==> src/rtl/pcfw_pkg.sv <==
package pcfw_pkg;

    // Frame length in bits; the packed fields fill the first 23, the rest are zero.
    localparam int FRAME_BITS  = 25;
    localparam int FIELD_BITS  = 23;
    localparam int BITS_LEFT_W = $clog2(FRAME_BITS + 1);
    localparam int TICK_W      = 16;
    localparam int CFG_IDX_W   = 2;

    // Register indexes on the configuration port
    localparam logic [CFG_IDX_W-1:0] CFG_LOW_PHASE  = 2'd0;
    localparam logic [CFG_IDX_W-1:0] CFG_HIGH_PHASE = 2'd1;
    localparam logic [CFG_IDX_W-1:0] CFG_DATA_HOLD  = 2'd2;
    localparam logic [CFG_IDX_W-1:0] CFG_END_GAP    = 2'd3;

    localparam logic [TICK_W-1:0] LOW_PHASE_RST  = 16'd9;
    localparam logic [TICK_W-1:0] HIGH_PHASE_RST = 16'd9;
    localparam logic [TICK_W-1:0] DATA_HOLD_RST  = 16'd200;
    localparam logic [TICK_W-1:0] END_GAP_RST    = 16'd1200;

    // Request opcodes
    localparam logic OP_TICK  = 1'b0;
    localparam logic OP_START = 1'b1;

    typedef enum logic [1:0] {
        PH_IDLE = 2'd0,
        PH_LOW  = 2'd1,
        PH_HIGH = 2'd2,
        PH_DATA = 2'd3
    } t_phase;

    typedef struct packed {
        logic       op;
        logic [7:0] sensitivity;
        logic [7:0] blind_seconds;
        logic [7:0] pulse_count;
        logic [7:0] window_seconds;
        logic       motion_enable;
        logic       interrupt_source;
        logic [1:0] adc_source;
        logic       regulator_enable;
        logic       self_test;
        logic       sample_capacitor;
    } t_in_req;

    typedef struct packed {
        logic serial_line;
        logic busy_res;
        logic frame_done;
        logic start_refused;
    } t_out_res;

    typedef struct packed {
        logic [TICK_W-1:0] low_phase_ticks;
        logic [TICK_W-1:0] high_phase_ticks;
        logic [TICK_W-1:0] data_hold_ticks;
        logic [TICK_W-1:0] end_gap_ticks;
    } t_cfg;

    // A tick count of zero acts as one
    function automatic logic [TICK_W-1:0] at_least_one(input logic [TICK_W-1:0] v);
        return (v == '0) ? TICK_W'(1) : v;
    endfunction

endpackage

==> src/rtl/pcfw_frame_build.sv <==
module pcfw_frame_build (
    input  pcfw_pkg::t_in_req                 i_req,
    output logic [pcfw_pkg::FRAME_BITS-1:0]   o_frame
);

    logic [17:0] blind_prod;
    logic [5:0]  blind_q;
    logic [3:0]  blind_code;
    logic [1:0]  pulse_code;
    logic [5:0]  win_q;
    logic [1:0]  win_code;
    logic [pcfw_pkg::FIELD_BITS-1:0] fields;

    always_comb begin
        // seconds / 5 by reciprocal: exact for 8-bit inputs
        blind_prod = 18'(i_req.blind_seconds) * 18'd205;
        blind_q    = blind_prod[15:10];
        if (blind_q == 6'd0) begin
            blind_code = 4'd0;
        end else if (blind_q > 6'd16) begin
            blind_code = 4'd15;
        end else begin
            blind_code = 4'(blind_q - 6'd1);
        end

        if (i_req.pulse_count == 8'd0) begin
            pulse_code = 2'd0;
        end else if (i_req.pulse_count > 8'd4) begin
            pulse_code = 2'd3;
        end else begin
            pulse_code = 2'(i_req.pulse_count - 8'd1);
        end

        win_q = i_req.window_seconds[7:2];
        if (win_q == 6'd0) begin
            win_code = 2'd0;
        end else if (win_q > 6'd4) begin
            win_code = 2'd3;
        end else begin
            win_code = 2'(win_q - 6'd1);
        end

        fields = {i_req.sensitivity, blind_code, pulse_code, win_code,
                  i_req.motion_enable, i_req.interrupt_source, i_req.adc_source,
                  i_req.regulator_enable, i_req.self_test, i_req.sample_capacitor};
    end

    // First field bit lands in the msb, zero padding below
    assign o_frame = {fields, (pcfw_pkg::FRAME_BITS - pcfw_pkg::FIELD_BITS)'(0)};

endmodule

==> src/rtl/pcfw_sequencer.sv <==
module pcfw_sequencer (
    input  logic                             i_clk,
    input  logic                             i_rst_n,
    input  logic                             i_step,
    input  pcfw_pkg::t_in_req                i_req,
    input  logic [pcfw_pkg::FRAME_BITS-1:0]  i_frame,
    input  pcfw_pkg::t_cfg                   i_cfg,
    output pcfw_pkg::t_out_res               o_res
);

    pcfw_pkg::t_phase                       r_phase,     n_phase;
    logic [pcfw_pkg::FRAME_BITS-1:0]        r_shift,     n_shift;
    logic [pcfw_pkg::BITS_LEFT_W-1:0]       r_bits_left, n_bits_left;
    logic [pcfw_pkg::TICK_W-1:0]            r_timer,     n_timer;

    logic                                   cur_level;
    logic [pcfw_pkg::TICK_W-1:0]            timer_dec;
    logic [pcfw_pkg::BITS_LEFT_W-1:0]       bits_dec;

    always_comb begin
        unique case (r_phase)
            pcfw_pkg::PH_HIGH: cur_level = 1'b1;
            pcfw_pkg::PH_DATA: cur_level = r_shift[pcfw_pkg::FRAME_BITS-1];
            default:           cur_level = 1'b0;
        endcase
        timer_dec = (r_timer != '0) ? r_timer - pcfw_pkg::TICK_W'(1) : r_timer;
        bits_dec  = (r_bits_left != '0) ? r_bits_left - pcfw_pkg::BITS_LEFT_W'(1)
                                        : r_bits_left;
    end

    // Next state
    always_comb begin
        n_phase     = r_phase;
        n_shift     = r_shift;
        n_bits_left = r_bits_left;
        n_timer     = r_timer;
        if (i_req.op == pcfw_pkg::OP_START) begin
            if (r_phase == pcfw_pkg::PH_IDLE) begin
                n_shift     = i_frame;
                n_bits_left = pcfw_pkg::BITS_LEFT_W'(pcfw_pkg::FRAME_BITS);
                n_phase     = pcfw_pkg::PH_LOW;
                n_timer     = pcfw_pkg::at_least_one(i_cfg.low_phase_ticks);
            end
        end else if (r_phase != pcfw_pkg::PH_IDLE) begin
            n_timer = timer_dec;
            if (timer_dec == '0) begin
                unique case (r_phase)
                    pcfw_pkg::PH_LOW: begin
                        if (r_bits_left == '0) begin
                            n_phase = pcfw_pkg::PH_IDLE;
                            n_shift = '0;
                        end else begin
                            n_phase = pcfw_pkg::PH_HIGH;
                            n_timer = pcfw_pkg::at_least_one(i_cfg.high_phase_ticks);
                        end
                    end
                    pcfw_pkg::PH_HIGH: begin
                        n_phase = pcfw_pkg::PH_DATA;
                        n_timer = pcfw_pkg::at_least_one(i_cfg.data_hold_ticks);
                    end
                    default: begin
                        n_shift     = r_shift << 1;
                        n_bits_left = bits_dec;
                        n_phase     = pcfw_pkg::PH_LOW;
                        n_timer     = (bits_dec != '0)
                                    ? pcfw_pkg::at_least_one(i_cfg.low_phase_ticks)
                                    : pcfw_pkg::at_least_one(i_cfg.end_gap_ticks);
                    end
                endcase
            end
        end
    end

    // Result for the request in flight
    always_comb begin
        o_res = '0;
        if (r_phase != pcfw_pkg::PH_IDLE) begin
            o_res.serial_line = cur_level;
        end
        if (i_req.op == pcfw_pkg::OP_START) begin
            o_res.start_refused = (r_phase != pcfw_pkg::PH_IDLE);
        end else begin
            o_res.frame_done = (r_phase == pcfw_pkg::PH_LOW) && (r_bits_left == '0)
                             && (timer_dec == '0);
        end
        o_res.busy_res = (n_phase != pcfw_pkg::PH_IDLE);
    end

    always_ff @(posedge i_clk) begin
        if (!i_rst_n) begin
            r_phase     <= pcfw_pkg::PH_IDLE;
            r_shift     <= '0;
            r_bits_left <= '0;
            r_timer     <= '0;
        end else if (i_step) begin
            r_phase     <= n_phase;
            r_shift     <= n_shift;
            r_bits_left <= n_bits_left;
            r_timer     <= n_timer;
        end
    end

endmodule

==> src/rtl/pir_config_frame_serial_writer.sv <==
// Channel | Direction | Handshake                    | Payload
// --------+-----------+------------------------------+---------------------
// in      | input     | i_in_valid / o_in_stall      | i_in_data  (t_in_req)
// out     | output    | o_out_valid / i_out_stall    | o_out_data (t_out_res)
// cfg     | input     | i_cfg_we (no handshake back) | i_cfg_index, i_cfg_data
//
// One request per cycle sustained while the output is not stalled; an accepted request
// waits in the input register and its result is then loaded into the result register,
// from which it is taken (input register, then result register).
// All per-request work (frame packing, phase timer, bit shifter) sits between
// those two registers. Reset is synchronous, active low, and returns the
// sequencer to idle with the tick registers at their defaults. A stall on the
// output holds the result register and backs up into the input register.
module pir_config_frame_serial_writer (
    input  logic                              i_clk,
    input  logic                              i_rst_n,

    input  logic                              i_in_valid,
    output logic                              o_in_stall,
    input  pcfw_pkg::t_in_req                 i_in_data,

    output logic                              o_out_valid,
    input  logic                              i_out_stall,
    output pcfw_pkg::t_out_res                o_out_data,

    input  logic                              i_cfg_we,
    input  logic [pcfw_pkg::CFG_IDX_W-1:0]    i_cfg_index,
    input  logic [pcfw_pkg::TICK_W-1:0]       i_cfg_data
);

    logic                               r_in_valid;
    pcfw_pkg::t_in_req                  r_in_req;
    logic                               r_out_valid;
    pcfw_pkg::t_out_res                 r_out_res;
    pcfw_pkg::t_cfg                     r_cfg;

    logic                               advance;
    logic [pcfw_pkg::FRAME_BITS-1:0]    frame;
    pcfw_pkg::t_out_res                 step_res;

    // Advance the held request when the result register is free or draining
    assign advance    = r_in_valid && (!r_out_valid || !i_out_stall);
    assign o_in_stall = r_in_valid && !advance;

    // Input register: load whenever its content moves on or it is empty
    always_ff @(posedge i_clk) begin
        if (!i_rst_n) begin
            r_in_valid <= 1'b0;
        end else if (!o_in_stall) begin
            r_in_valid <= i_in_valid;
        end
    end

    always_ff @(posedge i_clk) begin
        if (!o_in_stall && i_in_valid) begin
            r_in_req <= i_in_data;
        end
    end

    // Configuration registers
    always_ff @(posedge i_clk) begin
        if (!i_rst_n) begin
            r_cfg.low_phase_ticks  <= pcfw_pkg::LOW_PHASE_RST;
            r_cfg.high_phase_ticks <= pcfw_pkg::HIGH_PHASE_RST;
            r_cfg.data_hold_ticks  <= pcfw_pkg::DATA_HOLD_RST;
            r_cfg.end_gap_ticks    <= pcfw_pkg::END_GAP_RST;
        end else if (i_cfg_we) begin
            unique case (i_cfg_index)
                pcfw_pkg::CFG_LOW_PHASE:  r_cfg.low_phase_ticks  <= i_cfg_data;
                pcfw_pkg::CFG_HIGH_PHASE: r_cfg.high_phase_ticks <= i_cfg_data;
                pcfw_pkg::CFG_DATA_HOLD:  r_cfg.data_hold_ticks  <= i_cfg_data;
                pcfw_pkg::CFG_END_GAP:    r_cfg.end_gap_ticks    <= i_cfg_data;
                default:                  r_cfg.end_gap_ticks    <= r_cfg.end_gap_ticks;
            endcase
        end
    end

    // Pack the frame codes from the held start request
    pcfw_frame_build u_frame_build (
        .i_req   (r_in_req),
        .o_frame (frame)
    );

    // Phase sequencer: commits state only when the request advances
    pcfw_sequencer u_sequencer (
        .i_clk   (i_clk),
        .i_rst_n (i_rst_n),
        .i_step  (advance),
        .i_req   (r_in_req),
        .i_frame (frame),
        .i_cfg   (r_cfg),
        .o_res   (step_res)
    );

    // Result register: hold while stalled, drop when taken with nothing behind
    always_ff @(posedge i_clk) begin
        if (!i_rst_n) begin
            r_out_valid <= 1'b0;
        end else if (advance) begin
            r_out_valid <= 1'b1;
        end else if (!i_out_stall) begin
            r_out_valid <= 1'b0;
        end
    end

    always_ff @(posedge i_clk) begin
        if (advance) begin
            r_out_res <= step_res;
        end
    end

    assign o_out_valid = r_out_valid;
    assign o_out_data  = r_out_res;

endmodule
==> config.mk <==
export PLATFORM = sky130hd
export DESIGN_NAME = pir_config_frame_serial_writer
export DESIGN_NICKNAME = d
export VERILOG_FILES = /design/src/rtl/pcfw_pkg.sv /design/src/rtl/pcfw_frame_build.sv /design/src/rtl/pcfw_sequencer.sv /design/src/rtl/pir_config_frame_serial_writer.sv
export SDC_FILE = /design/constraint.sdc
export NUM_CORES = 1
export LEC_CHECK = 0
export ABC_AREA = 1
export BUFFER_PORTS_ARGS = -buffer_cell sky130_fd_sc_hd__buf_2
export CAP_MARGIN = 20
export CORE_ASPECT_RATIO = 0.5
export CORE_MARGIN = 5
export CORE_UTILIZATION = 44
export CTS_CLUSTER_DIAMETER = 100
export CTS_CLUSTER_SIZE = 24
export DETAILED_ROUTE_END_ITERATION = 12
export GPL_ROUTABILITY_DRIVEN = 0
export PLACE_DENSITY_LB_ADDON = 0.12
export SLEW_MARGIN = 20
export SYNTH_ARGS = -nofsm -noshare
export SYNTH_HDL_FRONTEND = slang
export SYNTH_SLANG_ARGS = --single-unit
==> constraint.sdc <==
create_clock -name i_clk -period 9.59 [get_ports i_clk]
set_input_delay 1.918 -clock i_clk [delete_from_list [all_inputs] [get_ports i_clk]]
set_output_delay 1.918 -clock i_clk [all_outputs]
set_load 0.005 [all_outputs]
==> impl_results.md, run 1 <==
* Clk_skew at 0.0116 ns
* Setup slack of the critical path after layout at 5.23 ns
* Clk Tree Root Cell: sky130_fd_sc_hd__clkbuf_16
* Slowest cell delay on critical path at 0.53 ns
* Mean post-synth cell area at 7.30 um2
* Clock input transition at the sequential cells of the worst setup and hold paths at 0.06 ns
* Ordered cell list for the critical path: ha_1 -> xor2_1 -> ha_1 -> fa_1 -> inv_1 -> fa_1 -> inv_1 -> ha_1 -> a21oi_1 -> nor2_1 -> nor2_1 -> nand2_1 -> xor2_1 -> inv_1 -> ha_1 -> nand3_1 -> nor2_1 -> nor2_1 -> nand2_1 -> a21oi_1
* Post-CTS Repair Setup Buffers at 0
* Share of flip-flops with an asynchronous set or reset at 0%
* Fraction of the yosys area taken by sequential cells at 38.4%
* Post-synthesis instance total at 1,249
* Post-detailed-route via-to-cell ratio at 5.29
* Clk sinks at 154
* GRT Overall Usage at 20.4%
* Distinct cells, synth at 44
* Initial core utilization at 44.5%
* Initial DRC Count at 493
* Y dimension of the die at 112 um
* Pin slew with the least headroom to its limit at 0.789 ns
* Unrepaired setup endpoints after global routing: no
* Critical path endpoint category: flop
* Pin count of the biggest net entering global routing at 84
* Share of layout cells above drive strength 1 at 10.6%
* Worst-skew pair later-pin latency at 0.43 ns
* Maximum fanout encountered on the critical timing path at 4
* Pins Over Slew Limit at 0
* Number of buffer and inverter instances along the worst setup path at 3
* Period Utilization, post-route at 45.5%
* Kind of cell with the highest combined delay on the critical path: adder cells
* Required time at the worst-slack endpoint at 9.94 ns
* WL/cell at 15.4 um
* TritonCTS clock tree: built
* Synthesized area at 9110 um2
* DP Worst Slack at 5.17 ns
* Fin. Hold Viols at 0
* Placed wire-length estimate at 17.8 mm
* Port Buf Inserts at 66
* Pleak at 4.61 nW
* Start-to-end type of the worst setup path: flop to flop
* CTS Buf Count at 17
* Number of flip-flops and latches in the synthesized netlist at 154
* Worst setup SP type: flop
* Net total in the final layout at 1,422
* Die area at 23,900 um2
* I/O pins at 69
* Pwr dens at 204 nW/um2
* Detailed-router iteration count before antenna repair at 5
* Sum of routed wire length over all layers at 24.2 mm
* Number of enable flip-flop cells after synthesis at 42
* Overflow left after global routing at 0
* Final Setup Violations at 0
* Die boundary width at 214 um
* Run status: completed
* Antenna cell count at 0
* Total of hold buffers inserted after clock tree synthesis at 0
* Global-route wire length before repair at 39.5 mm
* Initial antenna violation count at 0
* Rel. slew slack at 47.0%
* Layout overhead on the synthesized area at 11.7%
* Final Critical Period at 4.36 ns
* Placeable Area at 20,500 um2
* Cell with the largest stage delay on the worst path: sky130_fd_sc_hd__fa_1
* Vias in the first global route at 7,855
* Level count of the clock H-tree at 4
* Highest ir drop seen on vdd at 0.000145 V
* Routed vias at 8,346
* Total nets after synthesis at 1,378
* Total negative setup slack at 0 ns
* Signal arrival time at the worst endpoint at 4.71 ns
* Maximum capacitance violations at 0
* Number of gates resized after CTS at 0
* Fmax achieved at 229 MHz
* Number of warnings printed during yosys synthesis at 0
* Flop2flop setup slack at 5.23 ns
* Number of filler instances in the final layout at 2,039
* Post-synth top flop: sky130_fd_sc_hd__dfxtp_1
* Std cell rows at 37
* Type of the tightest min-delay check: flop to flop
* Maximum number of buffers from clock root to sink at 2
* Drc violations at 0
* Number of antenna-violating nets in the routed design at 0
==> final cells by class <==
class                      count  area [um2]  area share [%]
clock inverter                 7        68.8           0.676
timing repair buffer          74         390            3.83
clock buffer                  23         489            4.80
tap                          273         342            3.35
inverter                     145         546            5.36
multi-input combinational    901        4850            47.6
sequential                   154        3500            34.4
==> through the flow <==
stage	instances	utilization [%]	total power, mW	instance area [um2]	hold WS, ns
after floorplan	1249	-	1.26	9110	0.439
after global placement	1547	47.1	1.42	9630	0.452
after detailed placement	1547	47.1	1.43	9630	0.460
after CTS	1577	49.8	2.09	10200	0.469
after global routing	1577	49.8	2.22	10200	0.479
final	1577	49.8	2.08	10200	0.467
==> power by group <==
group	internal (mW)	total [mW]	switching, mW
Clock	0.383	0.653	0.270
Combinational	0.232	0.700	0.468
Sequential	0.704	0.726	0.0216
==> cell usage after synthesis, types with 2 or more instances <==
| cell | instances | area (um2) |
|---|---|---|
| sky130_fd_sc_hd__o21bai_1 | 8 | 60.1 |
| sky130_fd_sc_hd__nand3b_1 | 2 | 15.0 |
| sky130_fd_sc_hd__dfxtp_1 | 112 | 2240 |
| sky130_fd_sc_hd__o211ai_1 | 14 | 105 |
| sky130_fd_sc_hd__nand3_2 | 9 | 90.1 |
| sky130_fd_sc_hd__xor2_1 | 6 | 52.6 |
| sky130_fd_sc_hd__o21ai_0 | 99 | 495 |
| sky130_fd_sc_hd__o22ai_1 | 3 | 18.8 |
| sky130_fd_sc_hd__a32o_1 | 2 | 20.0 |
| sky130_fd_sc_hd__nand3_1 | 105 | 526 |
| sky130_fd_sc_hd__fa_1 | 10 | 200 |
| sky130_fd_sc_hd__clkbuf_1 | 35 | 131 |
| sky130_fd_sc_hd__nand2_2 | 3 | 18.8 |
| sky130_fd_sc_hd__nor2_1 | 133 | 499 |
| sky130_fd_sc_hd__buf_2 | 4 | 20.0 |
| sky130_fd_sc_hd__nand4_1 | 15 | 93.8 |
| sky130_fd_sc_hd__nor2_2 | 5 | 31.3 |
| sky130_fd_sc_hd__nor3_1 | 7 | 35.0 |
| sky130_fd_sc_hd__nand2_4 | 2 | 22.5 |
| sky130_fd_sc_hd__inv_1 | 143 | 537 |
| sky130_fd_sc_hd__a21oi_1 | 90 | 450 |
| sky130_fd_sc_hd__buf_6 | 3 | 33.8 |
| sky130_fd_sc_hd__buf_1 | 5 | 18.8 |
| sky130_fd_sc_hd__nor4_1 | 8 | 50.1 |
| sky130_fd_sc_hd__nand2_1 | 293 | 1100 |
| sky130_fd_sc_hd__a31oi_1 | 4 | 25.0 |
| sky130_fd_sc_hd__buf_4 | 2 | 15.0 |
| sky130_fd_sc_hd__nor2_4 | 3 | 33.8 |
| sky130_fd_sc_hd__a21oi_2 | 11 | 96.3 |
| sky130_fd_sc_hd__edfxtp_1 | 42 | 1260 |
| sky130_fd_sc_hd__o21a_1 | 3 | 22.5 |
| sky130_fd_sc_hd__ha_1 | 56 | 701 |
==> placed cells by master, fill, tap and decap left out, drive strengths merged, types with 3 or more instances in the layout <==
cell    instances
nor2          141
ha             56
nand2         298
o21bai          8
a21oi         101
clkbuf         23
clkinv          5
nor4            9
o211ai         14
buf            74
o21a            3
nand3         114
fa             10
xor2            6
edfxtp         42
nor3            7
nand4          15
o21ai         100
o22ai           3
dfxtp         112
a31oi           4
inv           144
==> state kept, by name, indices dropped and copies added, names as in the netlist <==
signal	count
u_sequencer.r_shift	23
u_sequencer.r_bits_left	5
r_in_req	38
u_sequencer.r_timer	16
r_in_valid	1
o_out_data	4
r_cfg	64
u_sequencer.r_phase	2
o_out_valid	1
==> metal layers <==
| metal | vias up | part of all wire [%] | global-route usage, % |
|---|---|---|---|
| met5 | - | 0 | 0 |
| met4 | 0 | 1.5 | 5.08 |
| met3 | 28 | 4.8 | 4.34 |
| met2 | 201 | 46 | 33.1 |
| met1 | 3907 | 47 | 27.9 |
| li1 | 4210 | - | - |
==> logic make-up (layout without fill, tap and decap cells) <==
| group | Yosys count | count (layout) | synth area share (%) |
|---|---|---|---|
| AO/OA/AOI/OAI | 239 | 239 | 14.6 |
| flip-flops | 154 | 154 | 38.4 |
| adder cells (fa/ha/maj) | 66 | 66 | 9.88 |
| XOR/XNOR | 7 | 7 | 0.673 |
| buffers and inverters | 194 | 249 | 8.39 |
| AND/OR/NAND/NOR | 589 | 589 | 28.0 |
==> worst register-to-register path, delay by kind of cell (launching register included) <==
family | cells | cell delay, ns
and+or+nand+nor | 7 | 0.70
buffers and inverters | 3 | 0.17
AOI/OAI and AO/OA | 2 | 0.33
adders and majority gates | 6 | 2.30
DFF | 1 | 0.42
xor gates and xnor gates | 2 | 0.37
==> worst paths after layout <==
path | cells after the start | end | from
min reg2reg | 2 | u_sequencer.r_shift[22]$_SDFFE_PN0P_ | u_sequencer.r_shift[22]$_SDFFE_PN0P_
max | 20 | u_sequencer.r_shift[16]$_SDFFE_PN0P_ | r_in_req[24]$_DFFE_PP_
min | 2 | u_sequencer.r_shift[22]$_SDFFE_PN0P_ | u_sequencer.r_shift[22]$_SDFFE_PN0P_
max reg2reg | 20 | u_sequencer.r_shift[16]$_SDFFE_PN0P_ | r_in_req[24]$_DFFE_PP_
(Power assumes the default switching activity.)
==> run 2, diff against run 1 <==
Clock period 9.59 ns to 3.91 ns, I/O delays scaled along.
==> run 2 against run 1 <==
Hold slack worse by 0.0022 ns. Highest routed layer unchanged. Global-route usage up 0.44 points. First-iteration DRC count up 21%. Die area unchanged. Clock skew down 0.0028 ns. Cell area up 4.5%. Combinational power rose to 3.1 times the previous value. Final cell count up 1.7%. Sequential cell count unchanged. Worst setup slack worse by 5.2 ns.
==> impl_results.md, run 2 (synthesis gave the netlist of run 1 again) <==
* Run status: completed
* Switching Power at 2.07 mW (+170%)
* Routed vias at 8,452 (+1.3%)
* Pwr dens at 527 nW/um2 (+160%)
* HP Start: u_sequencer.r_shift[3]$_SDFFE_PN0P_
* Number of filler instances in the final layout at 2,036 (-0.15%)
* Total of hold buffers inserted after clock tree synthesis at 0 (unchanged)
* Vias in the first global route at 7,834 (-0.27%)
* Port Buf Inserts at 66 (unchanged)
* Power share of the clock group at 30.1% (-1.3 points)
* Instance area after placement at 9810 um2 (+1.9%)
* Final Critical Period at 3.91 ns (-0.452 ns)
* Ordered cell list for the critical path: ha_4 -> xor2_1 -> ha_1 -> fa_1 -> inv_1 -> fa_1 -> inv_2 -> ha_4 -> a21oi_4 -> buf_4 -> o21ai_0 -> nand2_1 -> nand3_2 -> xor2_4 -> buf_4 -> nand3b_1 -> nand2_1 -> nand3_1 -> nand2_2 -> a21oi_2
* DP Worst Slack at -0.239 ns (-5.41 ns)
* TritonCTS clock tree: built
* Layout overhead on the synthesized area at 16.8%
* Type of the tightest min-delay check: flop to flop
* Net total in the final layout at 1,447 (+1.8%)
* Leading cell types in the layout, fill and taps excluded: sky130_fd_sc_hd__nand2_1, sky130_fd_sc_hd__inv_1, sky130_fd_sc_hd__nor2_1
* Antenna cell count at 0 (unchanged)
* Signal arrival time at the worst endpoint at 4.24 ns (-0.47 ns)
* Total negative setup slack at 0 ns (unchanged)
* Initial DRC Count at 597 (+21%)
* Biggest registers after layout: r_cfg x64, r_in_req x38, u_sequencer.r_shift x23
* GRT Overall Usage at 20.8% (+0.44 points)
* Pleak at 4.76 nW (+3.2%)
* Maximum fanout encountered on the critical timing path at 4 (unchanged)
* Worst setup SP type: flop
* Start-to-end type of the worst setup path: flop to flop
* Final core utilization at 52.0% (+2.3 points)
* Setup slack of the critical path after layout at 0.00168 ns (-5.23 ns)
* Clk sinks at 154 (unchanged)
* Placed wire-length estimate at 17.8 mm (+0.24%)
* Post-detailed-route via-to-cell ratio at 5.27 (-0.43%)
* FF/Latch Area at 3500 um2 (unchanged)
* Global-route wire length before repair at 40.2 mm (+1.7%)
* Placed cell count at 1,569 (+1.4%)
* Clk Tree Root Cell: sky130_fd_sc_hd__clkbuf_16
* Maximum capacitance violations at 0 (unchanged)
* Rel. slew slack at 28.6% (-18 points)
* Combinational power share at 38.2% (+4.5 points)
* Cell with the largest stage delay on the worst path: sky130_fd_sc_hd__fa_1
* Die area at 23,900 um2 (unchanged)
* Clock input transition at the sequential cells of the worst setup and hold paths at 0.06 ns (about the same)
* Initial antenna violation count at 0 (unchanged)
* Switching Fraction at 36.9% (+0.35 points)
* Initial core utilization at 44.5% (unchanged)
* Std cell rows at 37 (unchanged)
* Sequential group share of total power at 31.7% (-3.2 points)
* Register bank with the most flops: r_cfg
* Level count of the clock H-tree at 4 (unchanged)
* Required time at the worst-slack endpoint at 4.24 ns (-5.70 ns)
* Drc violations at 0 (unchanged)
* Kind of cell with the highest combined delay on the critical path: adder cells
* Final Setup Violations at 0 (unchanged)
* Detailed-router iteration count before antenna repair at 5 (unchanged)
* Worst-skew pair later-pin latency at 0.44 ns (about the same)
* Origin of the worst setup path: r_in_req[24]$_DFFE_PP_
* WL/cell at 15.4 um (+0.52%)
* Total non-filler cell area in the finished layout at 10,600 um2 (+4.5%)
* Unrepaired setup endpoints after global routing: yes
* Pin slew with the least headroom to its limit at 1.07 ns (+0.282 ns)
* Pins Over Slew Limit at 0 (unchanged)
* Sum of routed wire length over all layers at 24.8 mm (+2.2%)
* Count of placed standard cells in the final layout, fillers left out at 1,604 (+1.7%)
* Most common library cell in the layout ignoring fill and taps: sky130_fd_sc_hd__nand2_1
* Y dimension of the die at 112 um (unchanged)
* Flip-flop count of the largest register after layout at 64 (unchanged)
* RR Startpoint: r_in_req[24]$_DFFE_PP_
* Placeable Area at 20,500 um2 (unchanged)
* Maximum number of buffers from clock root to sink at 2 (unchanged)
* Number of antenna-violating nets in the routed design at 0 (unchanged)
* Slowest cell delay on critical path at 0.49 ns (-0.04 ns)
* Highest ir drop seen on vdd at 0.000305 V (+110%)
* CTS Buf Count at 17 (unchanged)
* Critical path endpoint category: flop
* Pin count of the biggest net entering global routing at 83 (-1.2%)
* Period Utilization, post-route at 100% (+54 points)
* Overflow left after global routing at 0 (unchanged)
* Die boundary width at 214 um (unchanged)
* Internal Pwr Total at 3.54 mW (+170%)
* Fin. Hold Viols at 0 (unchanged)
* Area of combinational cells with multiple inputs at 5100 um2 (+5.2%)
* Number of buffer and inverter instances along the worst setup path at 4 (+1)
* Clk_skew at 0.00872 ns (-0.00284 ns)
* Fmax achieved at 256 MHz (+12%)
* I/O pins at 69 (unchanged)
* Share of layout cells above drive strength 1 at 15.2% (+4.6 points)
## run 2: cell types whose count changed in the layout (fill, tap and decap cells not counted), moves of 3 or more
| cell | previous run | this run |
|---|---|---|
| sky130_fd_sc_hd__nand2_1 | 293 | 284 |
| sky130_fd_sc_hd__ha_1 | 56 | 47 |
| sky130_fd_sc_hd__a21oi_2 | 11 | 15 |
| sky130_fd_sc_hd__inv_2 | 0 | 4 |
| sky130_fd_sc_hd__clkinv_1 | 1 | 5 |
| sky130_fd_sc_hd__inv_1 | 143 | 139 |
| sky130_fd_sc_hd__a21oi_1 | 90 | 85 |
| sky130_fd_sc_hd__nand2_2 | 3 | 11 |
| sky130_fd_sc_hd__nor2_4 | 3 | 6 |
| sky130_fd_sc_hd__nor2_2 | 5 | 8 |
| sky130_fd_sc_hd__ha_4 | 0 | 9 |
| sky130_fd_sc_hd__buf_4 | 8 | 33 |
| sky130_fd_sc_hd__nor2_1 | 133 | 127 |
## run 2: per-layer routing
| layer | GRT usage (%) | vias to the layer above | wire, um |
|---|---|---|---|
| li1 | - | 4251 | - |
| met1 | 28.6 | 3988 | 11900 |
| met2 | 34.3 | 184 | 11600 |
| met3 | 4.31 | 29 | 1000 |
| met4 | 3.98 | 0 | 301 |
| met5 | 0 | - | 0 |
## run 2: power groups by stage
stage	Combinational, mW	Clock, mW	Sequential [mW]
floorplan	1.31	0	1.80
global placement	1.78	0	1.81
detailed placement	1.81	0	1.81
CTS	1.96	1.71	1.78
global route	2.40	1.78	1.79
finish	2.14	1.69	1.78
## run 2: tightest hold or removal path, cell delays in order, from the launching register on
cell                      delay [ns]
sky130_fd_sc_hd__dfxtp_1        0.31
sky130_fd_sc_hd__nand2_1        0.06
sky130_fd_sc_hd__a21oi_1        0.05
## run 2: cell type report
cell class,instances,area share [%]
sequential,154,32.9
multi-input combinational,901,47.9
clock inverter,14,1.45
inverter,145,5.12
timing repair buffer,99,5.43
clock buffer,18,4.03
tap,273,3.21
## run 2: metrics by stage
stage | hold WS, ns | power [mW]
final | 0.465 | 5.61
after global routing | 0.489 | 5.97
after CTS | 0.466 | 5.45
after detailed placement | 0.455 | 3.62
after global placement | 0.453 | 3.59
after floorplan | 0.439 | 3.11
## run 2: worst paths after layout
path | end | slack (ns) | cells past startpoint
max | u_sequencer.r_shift[16]$_SDFFE_PN0P_ | 0.002 | 20
min reg2reg | u_sequencer.r_shift[3]$_SDFFE_PN0P_ | 0.47 | 2
max reg2reg | u_sequencer.r_shift[16]$_SDFFE_PN0P_ | 0.002 | 20
min | u_sequencer.r_shift[3]$_SDFFE_PN0P_ | 0.47 | 2
## run 2: what timing repair did
action / CTS / global route
setup buffers: 1 / 2
setup endpoints to repair: 4 / 4
pin swaps: 22 / 12
resized for setup: 19 / 26
==> run 3, diff against run 2 <==
Settings changed: MAX_ROUTING_LAYER set to met4, REMOVE_ABC_BUFFERS set to 1.
==> run 3 against run 2 <==
The run now ends with negative setup slack left. Register-to-register slack hardly changed. Worst setup slack worse by 0.0076 ns. Total power is 1.3% higher. Final cell count is 0.62% higher. First-iteration DRC count is 2.8% higher. Hold slack better by 0.0021 ns. Clock power is 8% lower. Critical path type unchanged.
==> impl_results.md, run 3 (synthesis gave the netlist of run 1 again) <==
* Crit Reg-Reg Endpoint: u_sequencer.r_shift[13]$_SDFFE_PN0P_
* Maximum capacitance violations at 0 (unchanged)
* Pin count of the biggest net entering global routing at 83 (unchanged)
* Signal arrival time at the worst endpoint at 4.24 ns (about the same)
* Flip-flop count of the largest register after layout at 64 (unchanged)
* FF/Latch Area at 3500 um2 (unchanged)
* Placeable Area at 20,500 um2 (unchanged)
* Routed vias at 8,468 (+0.19%)
* Overflow left after global routing at 0 (unchanged)
* Period Utilization, post-route at 100% (+0.19 points)
* Drc violations at 0 (unchanged)
* Internal Pwr Total at 3.51 mW (-0.80%)
* RR Startpoint: r_in_req[24]$_DFFE_PP_
* Setup slack of the critical path after layout at -0.00592 ns (-0.00761 ns)
* Final Critical Period at 3.92 ns (+0.00761 ns)
* Clock input transition at the sequential cells of the worst setup and hold paths at 0.06 ns (about the same)
* Net total in the final layout at 1,457 (+0.69%)
* WL/cell at 15.8 um (+2.4%)
* Flop2flop setup slack at -0.006 ns (about the same)
* Switching Fraction at 38.2% (+1.3 points)
* Total of hold buffers inserted after clock tree synthesis at 0 (unchanged)
* Origin of the worst setup path: r_in_req[24]$_DFFE_PP_
* Die area at 23,900 um2 (unchanged)
* Detailed-router iteration count before antenna repair at 6 (+1)
* Antenna cell count at 0 (unchanged)
* Initial antenna violation count at 0 (unchanged)
* Rel. slew slack at 47.3% (+19 points)
* Sum of routed wire length over all layers at 25.5 mm (+3.1%)
* Maximum fanout encountered on the critical timing path at 4 (unchanged)
* Pins Over Slew Limit at 0 (unchanged)
* Std cell rows at 37 (unchanged)
* Pwr dens at 526 nW/um2 (about the same)
* Power share of the clock group at 27.3% (-2.8 points)
* Run status: finished with violations
* GRT Overall Usage at 22.2% (+1.4 points)
* Y dimension of the die at 112 um (unchanged)
* Share of layout cells above drive strength 1 at 17.2% (+2.0 points)
* Clk sinks at 154 (unchanged)
* Register bank with the most flops: r_cfg
* Required time at the worst-slack endpoint at 4.24 ns (about the same)
* Level count of the clock H-tree at 4 (unchanged)
* Final Setup Violations at 1 (+1)
* Fin. Hold Viols at 0 (unchanged)
* I/O pins at 69 (unchanged)
* Worst-skew pair later-pin latency at 0.44 ns (about the same)
* Power, Total at 5.68 mW (+1.3%)
* Sequential group share of total power at 31.3% (-0.4 points)
* Capture point of the worst path: u_sequencer.r_shift[13]$_SDFFE_PN0P_
* Layout overhead on the synthesized area at 18.4%
* Initial core utilization at 44.5% (unchanged)
* Violated checks: negative setup slack
* Pleak at 4.81 nW (+1.0%)
* Unrepaired setup endpoints after global routing: yes
* Port Buf Inserts at 66 (unchanged)
* Most common library cell in the layout ignoring fill and taps: sky130_fd_sc_hd__nand2_1
* Type of the tightest min-delay check: flop to flop
* Total negative setup slack at -0.00592 ns (-0.00592 ns)
* Highest ir drop seen on vdd at 0.000334 V (+9.6%)
* Number of filler instances in the final layout at 1,996 (-2.0%)
* Placed wire-length estimate at 18.1 mm (+1.6%)
* Critical path endpoint category: flop
* Pin slew with the least headroom to its limit at 0.790 ns (-0.280 ns)
* Clk_skew at 0.00752 ns (-0.00119 ns)
* Vias in the first global route at 8,134 (+3.8%)
* Clk Tree Root Cell: sky130_fd_sc_hd__clkbuf_16
* TritonCTS clock tree: built
* Fmax achieved at 255 MHz (-0.19%)
* Maximum number of buffers from clock root to sink at 2 (unchanged)
* Global-route wire length before repair at 41.4 mm (+3.1%)
* Leading cell types in the layout, fill and taps excluded: sky130_fd_sc_hd__nand2_1, sky130_fd_sc_hd__inv_1, sky130_fd_sc_hd__nor2_1
* Number of antenna-violating nets in the routed design at 0 (unchanged)
* Biggest registers after layout: r_cfg x64, r_in_req x38, u_sequencer.r_shift x23
* Worst setup SP type: flop
* Initial DRC Count at 614 (+2.8%)
* CTS Buf Count at 17 (unchanged)
* R2R depth at 20 (unchanged)
* Post-detailed-route via-to-cell ratio at 5.25 (-0.43%)
* Combinational power share at 41.4% (+3.2 points)
* Area of combinational cells with multiple inputs at 5200 um2 (+2.0%)
* Die boundary width at 214 um (unchanged)
* Start-to-end type of the worst setup path: flop to flop
* Switching Power at 2.17 mW (+4.8%)
run 3: cell count changes in the layout (fill, tap and decap cells not counted), sizes merged:
cell	before	now
buf	99	109
clkinv	9	11
bufinv	3	1
clkinvlp	2	4
inv	145	143
run 3: cell type report:
cell class,instances,area share (%)
clock buffer,18,3.98
clock inverter,14,0.997
inverter,145,5.05
multi-input combinational,901,48.2
sequential,154,32.5
tap,273,3.16
timing repair buffer,109,6.16
run 3: how the worst min path moves through the flow:
stage | startpoint | cells past startpoint | to | slack (ns)
final | u_sequencer.r_shift[21]$_SDFFE_PN0P_ | 2 | u_sequencer.r_shift[21]$_SDFFE_PN0P_ | 0.47
after global routing | u_sequencer.r_shift[22]$_SDFFE_PN0P_ | 2 | u_sequencer.r_shift[22]$_SDFFE_PN0P_ | 0.49
after CTS | u_sequencer.r_shift[22]$_SDFFE_PN0P_ | 2 | u_sequencer.r_shift[22]$_SDFFE_PN0P_ | 0.47
after detailed placement | u_sequencer.r_shift[22]$_SDFFE_PN0P_ | 2 | u_sequencer.r_shift[22]$_SDFFE_PN0P_ | 0.46
after global placement | u_sequencer.r_shift[4]$_SDFFE_PN0P_ | 2 | u_sequencer.r_shift[4]$_SDFFE_PN0P_ | 0.45
after floorplan | r_cfg[18]$_SDFFE_PN0P_ | 2 | r_cfg[18]$_SDFFE_PN0P_ | 0.44
run 3: routing by layer:
layer	global-route usage, %	share of wire [%]
met4	5.29	1.2
met5	-	0
met3	4.79	6.2
met1	30.1	47
met2	34.0	46
run 3: repair_timing:
action,in CTS,in global routing
pin swaps,32,22
gates resized for setup,35,36
gates cloned,0,0
buffers inserted,3,2
endpoints found under the setup margin,4,4
run 3: through the flow:
stage	instances	instance area [um2]	hold slack (ns)	setup WS, ns	utilization [%]
2_1_floorplan	1200	8900	0.439	-0.0232	-
3_3_place_gp	1578	9860	0.453	-0.216	48.2
3_5_place_dp	1578	9860	0.456	-0.315	48.2
4_1_cts	1613	10600	0.466	0.00279	51.9
5_1_grt	1614	10800	0.486	-0.154	52.7
6_report	1614	10800	0.467	-0.00592	52.7
run 3: worst max-delay path: stages, from the launching register on:
cell and delay [ns]:
sky130_fd_sc_hd__edfxtp_1 0.44, sky130_fd_sc_hd__buf_6 0.16, sky130_fd_sc_hd__ha_4 0.15, sky130_fd_sc_hd__xor2_1 0.14, sky130_fd_sc_hd__ha_1 0.29, sky130_fd_sc_hd__fa_1 0.48
sky130_fd_sc_hd__inv_1 0.05, sky130_fd_sc_hd__fa_1 0.49, sky130_fd_sc_hd__inv_2 0.05, sky130_fd_sc_hd__ha_4 0.28, sky130_fd_sc_hd__nand2_2 0.06, sky130_fd_sc_hd__buf_4 0.13
sky130_fd_sc_hd__o21ai_1 0.15, sky130_fd_sc_hd__nand2_1 0.08, sky130_fd_sc_hd__nand3_2 0.11, sky130_fd_sc_hd__xor2_4 0.19, sky130_fd_sc_hd__nand3_4 0.12, sky130_fd_sc_hd__nand2_4 0.12
sky130_fd_sc_hd__nand3_2 0.10, sky130_fd_sc_hd__a21oi_2 0.15, sky130_fd_sc_hd__nor2_1 0.06
run 3: power groups by stage:
stage          combinational, mW  clock, mW  sequential, mW
6_report                    2.35       1.55            1.78
4_1_cts                     2.13       1.58            1.78
2_1_floorplan               1.25          0            1.80
3_5_place_dp                1.87          0            1.81
3_3_place_gp                1.85          0            1.81
5_1_grt                     2.62       1.65            1.79
